`config.mk`:
```
export PLATFORM = sky130hd
export DESIGN_NAME = eph_fifo
export DESIGN_NICKNAME = d
export VERILOG_FILES = /design/src/rtl/core/eph_pkg.sv /design/src/rtl/core/eph_fifo.sv
export SDC_FILE = /design/constraint.sdc
export NUM_CORES = 1
export LEC_CHECK = 0
export BUFFER_PORTS_ARGS = -buffer_cell sky130_fd_sc_hd__clkbuf_2
export CAP_MARGIN = 25
export CORE_ASPECT_RATIO = 0.75
export CORE_MARGIN = 4
export CORE_UTILIZATION = 40
export CTS_BUF_LIST = sky130_fd_sc_hd__clkbuf_8 sky130_fd_sc_hd__clkbuf_16
export CTS_CLUSTER_SIZE = 20
export DETAILED_ROUTE_END_ITERATION = 10
export HOLD_SLACK_MARGIN = 0.1
export SETUP_SLACK_MARGIN = 0.5
export SYNTH_ARGS = -nofsm -noshare
export SYNTH_HDL_FRONTEND = slang
export SYNTH_SLANG_ARGS = --single-unit
```
`constraint.sdc`:
```
create_clock -name clk_i -period 2.6 [get_ports clk_i]
set_clock_uncertainty 0.2 [all_clocks]
set_input_delay 0.13 -clock clk_i [delete_from_list [all_inputs] [get_ports clk_i]]
set_output_delay 0.13 -clock clk_i [all_outputs]
set_load 0.02 [all_outputs]
```
`src/rtl/core/eph_pkg.sv`:
```
// ----------------------------------------------------------------------------
// eph_pkg
// Shared types and constants of the event polarity histogram.
// ----------------------------------------------------------------------------
package eph_pkg;

  localparam int FRAME_WIDTH_DEF  = 640;
  localparam int FRAME_HEIGHT_DEF = 480;
  localparam int COUNT_BITS_DEF   = 16;

  localparam int ADDR_MAX_BITS = 24;

  localparam logic [15:0] SAT_LIM_RST = 16'd255;

  localparam logic [1:0] REQ_COUNT = 2'd0;
  localparam logic [1:0] REQ_READ  = 2'd1;
  localparam logic [1:0] REQ_CLEAR = 2'd2;

  localparam logic REG_SAT_LIM = 1'b0;

  typedef enum logic [1:0] {
    OP_COUNT,
    OP_READ,
    OP_READ_OUT,
    OP_CLEAR
  } op_e;

  typedef struct packed {
    op_e                      op;
    logic [ADDR_MAX_BITS-1:0] addr;
    logic                     pol;
  } cmd_t;

  typedef struct packed {
    logic clearing;
  } back_stat_t;

endpackage

```
`src/rtl/core/eph_fifo.sv`:
```
// ----------------------------------------------------------------------------
// eph_fifo
// Two-entry command queue between front and back.
// ----------------------------------------------------------------------------
module eph_fifo (
  input  logic          clk_i,
  input  logic          rst_ni,
  input  logic          push_i,
  input  eph_pkg::cmd_t push_cmd_i,
  output logic          full_o,
  input  logic          pop_i,
  output logic          valid_o,
  output eph_pkg::cmd_t cmd_o
);

  eph_pkg::cmd_t mem_q [2];
  logic       wr_ptr_q, wr_ptr_d;
  logic       rd_ptr_q, rd_ptr_d;
  logic [1:0] cnt_q, cnt_d;

  assign full_o  = (cnt_q == 2'd2);
  assign valid_o = (cnt_q != 2'd0);
  assign cmd_o   = mem_q[rd_ptr_q];

  always_comb begin
    wr_ptr_d = wr_ptr_q ^ push_i;
    rd_ptr_d = rd_ptr_q ^ pop_i;
    cnt_d    = cnt_q + {1'b0, push_i} - {1'b0, pop_i};
  end

  always_ff @(posedge clk_i or negedge rst_ni) begin
    if (!rst_ni) begin
      wr_ptr_q <= 1'b0;
      rd_ptr_q <= 1'b0;
      cnt_q    <= 2'd0;
    end else begin
      wr_ptr_q <= wr_ptr_d;
      rd_ptr_q <= rd_ptr_d;
      cnt_q    <= cnt_d;
    end
  end

  always_ff @(posedge clk_i) begin
    if (push_i) begin
      mem_q[wr_ptr_q] <= push_cmd_i;
    end
  end

endmodule

```
After elaboration in Yosys (flattened, before gate mapping)
Memories as Yosys holds them, arrays and structs flattened.
Index checks and enable logic that the tools add are counted.
Storage, ports and cells
  bits in registers: 4
  bits in writable memories: 54
  bits of input ports: 31
  logic and storage cells: 12
  memories kept: 1
Operators by class
  $add $sub $neg: 2
  equality and inequality tests: 1
  muxes and demuxes: 2
  bitwise gates (word level): 2
  reduce and logical (&&, ||, !) cells: 1
Memory list
  mem_q: depth 2, bits a word 27, read ports 1, clocked after Yosys merged registers in 0, write ports 1, RTL line eph_fifo.sv:16  | eph_pkg::cmd_t mem_q [2];
Operator list (count)
  $add A2 B1 Y2: 1
  $eq A2 B2 Y1 const B: 1
  $mux W1: 2
  $reduce_bool A2 Y1: 1
  $sub A2 B1 Y2: 1
  $xor A1 B1 Y1: 2

Logic depth before layout (Yosys ltp)
  depth after elaboration: 2
  gate-level depth with buffers: 5
  gate-level depth less buffers: 5

Worst setup path after synthesis
No wires, ideal clock.
  path type: register -> register
  from: reg wr_ptr_q
  to: mem mem_q[0][0] (netlist bit), enable pin
  data arrival time: 1125 ps
  slack: 889 ps
  stages on the path, launching flop included: 3
  cells stage by stage: dfrtp_1 > inv_1 > ha_1
RTL lines
  start, declared: RTL line eph_fifo.sv:17  | logic wr_ptr_q, wr_ptr_d;
  start signal, assigned: RTL line eph_fifo.sv:37  | wr_ptr_q <= wr_ptr_d;
  end, declared: RTL line eph_fifo.sv:16
No word-level cell before the write port.

==> metrics.txt <==
first-pass detailed-route iteration total 4; Hold Violations, Final 0; worst min path class input pin to flip-flop; post-layout total power 0.00329 W; wire length of the first global-routing pass 6.26 mm; drt first-iter violations 55; count of synthesis-stage warnings from yosys 0; cells along the critical path buf_12, mux2_2, clkbuf_2; Arr. time, crit path 1620 ps; highest metal layer used by the detailed router met4; Fin Setup TNS 0 ps; clock tree from TritonCTS built; syn nets 135; CTS buffer count 9; clock sink count 58; master cell of the clock root buffer clkbuf_8; antenna violations before repair 0; period utilization 74.8%; cell count after synthesis 100; DP HPWL 2.74 mm; maximum capacitance violations 0; net count reported at finish 236; routed wl met2 1.99 mm; std cell rows 23; CP Launch Type flip-flop; largest net degree at the start of global routing 21; distinct cell type count of the synthesized netlist 12; layout-stage area growth over the synthesis result 39.5%; type of the setup path with the least slack flip-flop to output port; metal3 WL 304 um; H-Tree Level Count 3; sequential fraction of the synthesis area 76.2%; wire length on met1 1.71 mm; netlist area before placement 2260 sq um; Leak Pwr 1.33 nW; mean instance size in the synthesized netlist 22.6 sq um; number of failing setup endpoints in the final timing report 0; post-CTS setup buffers 0; worst slew margin relative to its limit 64.0%; placed cells 234; synthesized flop and latch total 58; via count 1227; RSZ-0062 raised after global routing false; Congestion Overflow GR 0; Min Hold Slack 330 ps; number of vias per cell 4.37; final critical path time including I/O delays and setup 1950 ps; pin slew with the least headroom to its limit 541 ps; Top-Level Pins 60; combined global-route utilization of all metal layers 12.9%; overall routed net length 4.03 mm; vias in the first global route 1328; worst-path cell with the longest stage delay dfrtp_2; total die area 6920 sq um; delay of the slowest critical-path stage 530 ps; share of the core filled with cells in the final layout 58.2%; clock-pin slew reported for the worst setup and hold paths after clock tree synthesis 60 ps; Worst Path Required 2270 ps; average wire per standard cell 14.3 um; final slew viol count 0; ratio of total power to cell area 1050 nW/um^2; global placement routability congestion 0.700; Worst-Skew Late Latency 320 ps; number of remaining DRC errors 0; die boundary height 73.1 um; type of element capturing the critical path output port; area inside the core boundary 5410 sq um; maximum frequency from static timing analysis 514 MHz; number of buffers added on ports 59; width of the chip 94.8 um; worst vdd ir 0.476 mV; initial core utilization 41.7%; residual antenna-violating net count after detailed routing 0; layout cells sized above 1 51.0%; filler-free cell count of the finished design 281; maximum buffer depth of the clock tree 2; number of antenna cells inserted 0; CP max FO 20; result of the run finished, final reports clean
[registers in the layout (all words and copies together) (netlist names)]
name      cells
rd_ptr_q      1
wr_ptr_q      1
mem_q        54
cnt_q         2
[placed cells by master, fill, tap and decap left out, drive strengths merged, types with 3 or more instances in the layout]
master	netlist	layout
mux2	27	27
edfxtp	54	54
dlygate4sd3	0	31
inv	4	6
dfrtp	4	4
clkbuf	0	71
ha	4	4
buf	3	3
[cells by family after synthesis]
| kind of cell | Yosys count | share of synthesized area [%] |
|---|---|---|
| xor+xnor | 2 | 1.44 |
| fa+ha+maj | 4 | 2.22 |
| buf+inv | 7 | 2.94 |
| flops | 58 | 76.2 |
| mux | 27 | 16.6 |
| simple gates | 2 | 0.554 |
[per-stage QoR]
| step | setup WS (ps) | area [sq um] |
|---|---|---|
| floorplan | 889 | 2260 |
| global placement | 817 | 2630 |
| detailed placement | 768 | 2630 |
| CTS | 614 | 3150 |
| global route | 562 | 3150 |
| finish | 655 | 3150 |
[cell type report]
class / instances / area, sq um
fill: 455 / 2260
sequential: 58 / 1720
timing repair buffer: 93 / 641
multi-input combinational: 35 / 470
clock buffer: 12 / 165
tap: 75 / 93.8
clock inverter: 4 / 42.5
inverter: 4 / 15.0
[synthesized netlist by cell type (all sizes together)]
cell type | n | area share, %
nor2b | 1 | 0.28
or2 | 1 | 0.28
ha | 4 | 2.2
buf | 3 | 2.3
edfxtp | 54 | 72
inv | 4 | 0.66
xor2 | 1 | 0.39
xor3 | 1 | 1.1
mux2 | 27 | 17
dfrtp | 4 | 4.4
[power breakdown]
group          internal (W)  switching (W)  total [W]
sequential          0.00125      0.0000869    0.00134
clock              0.000512       0.000306   0.000818
combinational      0.000536       0.000605    0.00114
[path summary, 6_finish.rpt]
| path | cells past startpoint | slack [ps] | start | endpoint |
|---|---|---|---|---|
| worst max-delay path | 3 | 650 | rd_ptr_q$_DFF_PN0_ | cmd_o[2] |
| worst min-delay path | 2 | 330 | push_cmd_i[18] | mem_q[0][18]$_DFFE_PP_ |
| worst max register to register | 3 | 780 | wr_ptr_q$_DFF_PN0_ | mem_q[0][13]$_DFFE_PP_ |
| worst min register to register | 3 | 420 | wr_ptr_q$_DFF_PN0_ | wr_ptr_q$_DFF_PN0_ |
| max in group asynchronous | 3 | 1500 | rst_ni | rd_ptr_q$_DFF_PN0_ |
| min in group asynchronous | 3 | 500 | rst_ni | cnt_q[0]$_DFF_PN0_ |
[layer usage]
layer  track usage [%]  up-vias
li1                  -      584
met1              14.1      593
met2              21.1       46
met3              7.53        4
met4              4.32        0
met5                 0        -
[critical path, delay by kind of cell, from the launching register on]
kind                   cells  cell delay, ps
DFF                        1             530
buffers and inverters      2             390
muxes                      1             360
[what timing repair did]
action                                 4_1_cts  5_1_grt
setup endpoints to repair                   11        0
resized for setup                            1        0
hold buffers                                31        0
endpoints found under the hold margin       62        0
Power figures use the tool's default switching activity.
