### config.mk
export PLATFORM = sky130hd
export DESIGN_NAME = eph_front_flat
export DESIGN_NICKNAME = d
export VERILOG_FILES = /design/src/rtl/core/eph_pkg.sv /design/src/rtl/core/eph_if.sv /design/src/rtl/core/eph_front.sv /design/src/flat_wrapper.sv
export SDC_FILE = /design/constraint.sdc
export NUM_CORES = 1
export LEC_CHECK = 0
export BUFFER_PORTS_ARGS = -buffer_cell sky130_fd_sc_hd__buf_2
export CAP_MARGIN = 0
export CORE_MARGIN = 2
export CORE_UTILIZATION = 50
export DETAILED_ROUTE_END_ITERATION = 12
export GPL_TIMING_DRIVEN = 1
export PLACE_DENSITY = 0.95
export RECOVER_POWER = 25
export REMOVE_ABC_BUFFERS = 1
export SYNTH_ARGS = -nofsm -noshare
export SYNTH_HDL_FRONTEND = slang
export SYNTH_SLANG_ARGS = --single-unit
### constraint.sdc
create_clock -name vclk -period 5.4
set_input_delay 0.54 -clock vclk [all_inputs]
set_output_delay 0.54 -clock vclk [all_outputs]
set_load 0.02 [all_outputs]
### src/rtl/core/eph_pkg.sv
// ----------------------------------------------------------------------------
// eph_pkg
// Shared types and constants of the event polarity histogram.
// ----------------------------------------------------------------------------
package eph_pkg;

  localparam int FRAME_WIDTH_DEF  = 640;
  localparam int FRAME_HEIGHT_DEF = 480;
  localparam int COUNT_BITS_DEF   = 16;

  localparam int ADDR_MAX_BITS = 24;

  localparam logic [15:0] SAT_LIM_RST = 16'd255;

  localparam logic [1:0] REQ_COUNT = 2'd0;
  localparam logic [1:0] REQ_READ  = 2'd1;
  localparam logic [1:0] REQ_CLEAR = 2'd2;

  localparam logic REG_SAT_LIM = 1'b0;

  typedef enum logic [1:0] {
    OP_COUNT,
    OP_READ,
    OP_READ_OUT,
    OP_CLEAR
  } op_e;

  typedef struct packed {
    op_e                      op;
    logic [ADDR_MAX_BITS-1:0] addr;
    logic                     pol;
  } cmd_t;

  typedef struct packed {
    logic clearing;
  } back_stat_t;

endpackage

### src/rtl/core/eph_if.sv
// ----------------------------------------------------------------------------
// eph_if
// Handshake channels of the event polarity histogram.
// ----------------------------------------------------------------------------
interface eph_evt_if;
  logic       valid;
  logic       ready;
  logic [1:0] req_type;
  logic [9:0] pixel_x;
  logic [8:0] pixel_y;
  logic       polarity;

  modport source (output valid, req_type, pixel_x, pixel_y, polarity, input ready);
  modport sink   (input valid, req_type, pixel_x, pixel_y, polarity, output ready);
endinterface


### src/rtl/core/eph_front.sv
// ----------------------------------------------------------------------------
// eph_front
// Accept request words, drop those without effect, form pixel addresses.
// ----------------------------------------------------------------------------
module eph_front #(
  parameter int FRAME_WIDTH  = eph_pkg::FRAME_WIDTH_DEF,
  parameter int FRAME_HEIGHT = eph_pkg::FRAME_HEIGHT_DEF
) (
  eph_evt_if.sink             evt_i,
  input  eph_pkg::back_stat_t stat_i,
  input  logic                full_i,
  output logic                push_o,
  output eph_pkg::cmd_t       cmd_o
);

  logic        in_frame;
  logic        keep;
  logic [31:0] idx_full;

  assign evt_i.ready = !full_i && !stat_i.clearing;

  always_comb begin
    in_frame = (32'(evt_i.pixel_x) < 32'(FRAME_WIDTH)) &&
               (32'(evt_i.pixel_y) < 32'(FRAME_HEIGHT));
    idx_full = 32'(evt_i.pixel_y) * 32'(FRAME_WIDTH) + 32'(evt_i.pixel_x);
    cmd_o.addr = idx_full[eph_pkg::ADDR_MAX_BITS-1:0];
    cmd_o.pol  = evt_i.polarity;
    cmd_o.op   = eph_pkg::OP_COUNT;
    keep       = 1'b0;
    unique case (evt_i.req_type)
      eph_pkg::REQ_COUNT: begin
        cmd_o.op = eph_pkg::OP_COUNT;
        keep     = in_frame;
      end
      eph_pkg::REQ_READ: begin
        cmd_o.op = in_frame ? eph_pkg::OP_READ : eph_pkg::OP_READ_OUT;
        keep     = 1'b1;
      end
      eph_pkg::REQ_CLEAR: begin
        cmd_o.op = eph_pkg::OP_CLEAR;
        keep     = 1'b1;
      end
      default: keep = 1'b0;
    endcase
  end

  assign push_o = evt_i.valid && evt_i.ready && keep;

endmodule

### src/flat_wrapper.sv
// flat-port wrapper written by rule: the top's interface ports become plain ports
module eph_front_flat 
#(
  parameter int FRAME_WIDTH  = eph_pkg::FRAME_WIDTH_DEF,
  parameter int FRAME_HEIGHT = eph_pkg::FRAME_HEIGHT_DEF
)
  (stat_i, full_i, push_o, cmd_o, evt_i_valid, evt_i_req_type, evt_i_pixel_x, evt_i_pixel_y, evt_i_polarity, evt_i_ready);
  eph_evt_if evt_i_i ();
  input  eph_pkg::back_stat_t stat_i;
  input  logic full_i;
  output logic push_o;
  output eph_pkg::cmd_t cmd_o;
  input wire logic [$bits(evt_i_i.valid)-1:0] evt_i_valid;
  input wire logic [$bits(evt_i_i.req_type)-1:0] evt_i_req_type;
  input wire logic [$bits(evt_i_i.pixel_x)-1:0] evt_i_pixel_x;
  input wire logic [$bits(evt_i_i.pixel_y)-1:0] evt_i_pixel_y;
  input wire logic [$bits(evt_i_i.polarity)-1:0] evt_i_polarity;
  output wire logic [$bits(evt_i_i.ready)-1:0] evt_i_ready;
  assign evt_i_i.valid = evt_i_valid;
  assign evt_i_i.req_type = evt_i_req_type;
  assign evt_i_i.pixel_x = evt_i_pixel_x;
  assign evt_i_i.pixel_y = evt_i_pixel_y;
  assign evt_i_i.polarity = evt_i_polarity;
  assign evt_i_ready = evt_i_i.ready;
  eph_front #(.FRAME_WIDTH(FRAME_WIDTH), .FRAME_HEIGHT(FRAME_HEIGHT)) u_core (.evt_i(evt_i_i), .stat_i(stat_i), .full_i(full_i), .push_o(push_o), .cmd_o(cmd_o));
endmodule
==> Yosys cells after proc, flatten, opt, wreduce, memory -nomap -nowiden <==
Cells that the tools add are included.
{ "totals": {"input_bits": 25, "word_cells": 17, "reg_bits": 0} }
{ "op_classes": {"n_addsub": 1, "magnitude_cmp": 2, "reduce_logical": 8, "multipliers": 1, "n_eq_ne": 2, "n_mux": 3} }
{ "ops": {"columns": ["op", "count"], "rows": [
  ["19-bit by 10-bit adder with 20-bit output", 1],
  ["9-bit by 3-bit multiplier with 12-bit output (second input constant)", 1],
  ["10-bit less-than comparator (second input constant)", 1],
  ["9-bit less-than comparator (second input constant)", 1],
  ["1-bit logical AND", 4],
  ["2-bit case mux with 2 select lines", 1],
  ["2-bit by 1-bit == test with 1-bit output (second input constant)", 1],
  ["2-bit == test (second input constant)", 1],
  ["1-bit zero test", 2],
  ["2-bit zero test", 1],
  ["2-bit two-way mux", 1],
  ["1-bit case mux with 2 select lines", 1],
  ["2-bit OR reduction", 1]
]} }

==> Depth between registers and ports, before layout <==
{ "depth": {"depth_word": 4, "mapped_depth": 8, "ltp_nobuf": 8} }

==> Worst setup path after synthesis <==
Ideal clock, no wire load.
{ "synth_timing": {"path_kind": "input port to output port", "startpoint": "input port evt_i_pixel_y[1]", "endpoint": "output port cmd_o[19] (netlist name)", "path_buffers": 0, "arrival_ns": 2.627, "path_slack_ns": 2.233, "stages": 8, "required_time_ns": 4.860, "cell_sequence": "ha_1 > ha_1 > fa_1 > a211oi_2 > nor2_2 > xor2_2 > nand4_4 > o31ai_2"} }
{ "synth_rtl": {"columns": ["item", "line", "rtl"], "rows": [
  ["start: declaration", "flat_wrapper.sv:16", "input wire logic [$bits(evt_i_i.pixel_y)-1:0] evt_i_pixel_y;"],
  ["end: declaration", "flat_wrapper.sv:12", "output eph_pkg::cmd_t cmd_o;"]
]} }

==> impl_metrics.json <==
{
  "status": "finished clean",
  "synthCells": 105,
  "grt_max_degree": 7,
  "dr.pass1.iters": 5,
  "drc": 0,
  "start_kind": "input pin",
  "ctsResizeCount": 0,
  "max-cap-violations": 0,
  "routedWlPerCell_um": 13.5,
  "grt_overflow_total": 0,
  "synth.distinct_cells": 35,
  "ff_latch_area_um2": 0,
  "gp_congestion": 0.851,
  "rows": 15,
  "drtIter0Drc": 7,
  "dieArea_um2": 2170,
  "dp_hpwl_mm": 1.88,
  "num-nets-final": 179,
  "syn_avg_cell_area_um2": 8.65,
  "cp_slowest_stage_delay_ns": 0.44,
  "critPathKind": "in -> out",
  "min_period_over_period_pct": 63.3,
  "wirelength_mm": 2.07,
  "finalSetupViolCount": 0,
  "viasPerCell": 5.54,
  "path_max_fanout": 4,
  "dp_slack_ns": 1.99,
  "synth_area_um2": 908,
  "drtAntennaViolNets": 0,
  "peakVddDrop_mv": 0.0980,
  "cts_hold_buf": 0,
  "rsz0062_at_grt": "false",
  "grt_pass1_vias": 829,
  "syn_to_final_growth_pct": 12.5,
  "cp.required_ns": 4.86,
  "p_leak_nw": 0.536,
  "post_cts_buffers": 0,
  "multi_input_area_um2": 800,
  "max_freq_ghz": 0.293,
  "worstPathCellList": "buf_2 -> ha_1 -> ha_1 -> fa_1 -> a211oi_2 -> nor2_2 -> xor2_2 -> nand4_4 -> o31ai_2 -> buf_2",
  "cp.arrival_ns": 2.88,
  "slowest_stage": "fa_1",
  "min_path_type": "in -> out",
  "yosysSeqAreaShare_pct": 0,
  "die_width_um": 46.6,
  "nClkBuffers": 0,
  "min_period_ns": 3.42,
  "dr_total_vias": 853,
  "drive_gt1_share_pct": 34.9,
  "num_antenna_cells": 0,
  "fillerInstances": 174,
  "grt_pass1_wl_mm": 3.39,
  "antenna_found_initial": 0,
  "cp-end-kind": "primary output",
  "setup_tns_ns": 0,
  "slew_violations": 0,
  "ios": 54,
  "design.core.area_um2": 1730,
  "start_util_pct": 52.6,
  "fin_ws_ns": 1.98,
  "powerDensity_nw_per_um2": 176,
  "power_mw": 0.180,
  "timing.final.hold_violations": 0,
  "die_h_um": 46.6,
  "design.seq.count": 0,
  "yosys_warnings": 0,
  "portBuffers": 33,
  "grt_usage_pct": 21.0
}
-- path summary, 6_finish.rpt --
kind | start | endpoint | slack [ns] | cells after the start
max | evt_i_pixel_y[1] | cmd_o[19] | 1.98 | 10
min | evt_i_polarity | cmd_o[0] | 1.08 | 0
-- report_power, final --
part / total, mW / switching (mW) / internal (mW) / leakage (nW)
clock: 0 / 0 / 0 / 0
sequential: 0 / 0 / 0 / 0
combinational: 0.180 / 0.111 / 0.0692 / 0.536
-- layout make-up --
type	instances	area share, %
inverter	7	2.57
multi-input combinational	89	78.2
tap	25	3.06
timing repair buffer	33	16.2
-- routing by layer --
metal | global-route usage, % | wire, µm | share of wire (%) | vias up
li1 | - | - | - | 403
met1 | 22.3 | 779 | 38 | 399
met2 | 41.1 | 1140 | 55 | 47
met3 | 4.71 | 136 | 6.6 | 4
met4 | 5.00 | 21 | 1.0 | 0
met5 | 0 | 0 | 0 | -
-- cells in the final DEF (no fill, tap or decap), types with 2 or more instances in the layout --
master   synthesis  final
conb_1           1      5
xor2_2           2      2
inv_1            7      7
fa_1             2      2
nor2_1           5      5
nor2_2           2      2
xnor2_1          7      7
a21o_1           2      2
o21a_1           4      4
o21ai_1          2      2
ha_1            21     21
nand4_1          2      2
a21oi_2          2      2
o21ai_0          3      3
nor2b_1          2      2
xor2_1           4      4
nand2_1          3      3
buf_2            0     33
a21oi_1          5      5
-- Yosys cell counts --
master    count  area [µm²]
o2111a_1      1        11.3
nor2_1        5        18.8
fa_1          2        40.0
a211oi_2      1        12.5
nor3_1        1        5.00
o21ai_1       2        10.0
nor2_2        2        12.5
or3_1         1        6.26
nand2b_1      1        6.26
nor2_8        1        20.0
inv_1         7        26.3
o211a_1       1        10.0
nand3_1       1        5.00
nand4_1       2        12.5
buf_4        13        97.6
nand3b_1      1        7.51
xnor2_1       7        61.3
a41oi_1       1        8.76
o21a_1        4        30.0
a21o_1        2        15.0
a21oi_1       5        25.0
o31ai_2       1        12.5
nand4_4       1        21.3
o211ai_1      1        7.51
nor2b_1       2        12.5
or2_4         1        8.76
xor2_2        2        32.5
xor2_1        4        35.0
conb_1        1        3.75
o21ai_0       3        15.0
nor4bb_1      1        10.0
ha_1         21         263
xnor2_2       1        16.3
nand2_1       3        11.3
a21oi_2       2        17.5
-- metrics by stage --
step,hold WS [ns],cell area (µm²),utilization (%),cells
final,1.08,1020,59.2,154
after global routing,1.08,1020,59.2,154
after CTS,1.08,1020,59.2,154
after detailed placement,1.08,1020,59.2,154
after global placement,1.08,1020,59.2,154
after floorplan,1.08,826,-,96
-- logic make-up after synthesis --
family                     count (synthesis)  synth area share, %
other                                      1                0.413
AOI/OAI and AO/OA                         24                 19.3
buffers and inverters                     20                 13.6
and+or+nand+nor                           23                 17.4
adders and majority gates                 23                 33.3
xor gates and xnor gates                  14                 16.0
-- critical path: cells and delay by family --
family	cells	cell delay [ns]
AO/OA/AOI/OAI	2	0.58
buffers and inverters	2	0.30
XOR/XNOR	1	0.27
AND/OR/NAND/NOR	2	0.22
adder cells (fa/ha/maj)	3	0.97
(Power assumes the default switching activity.)
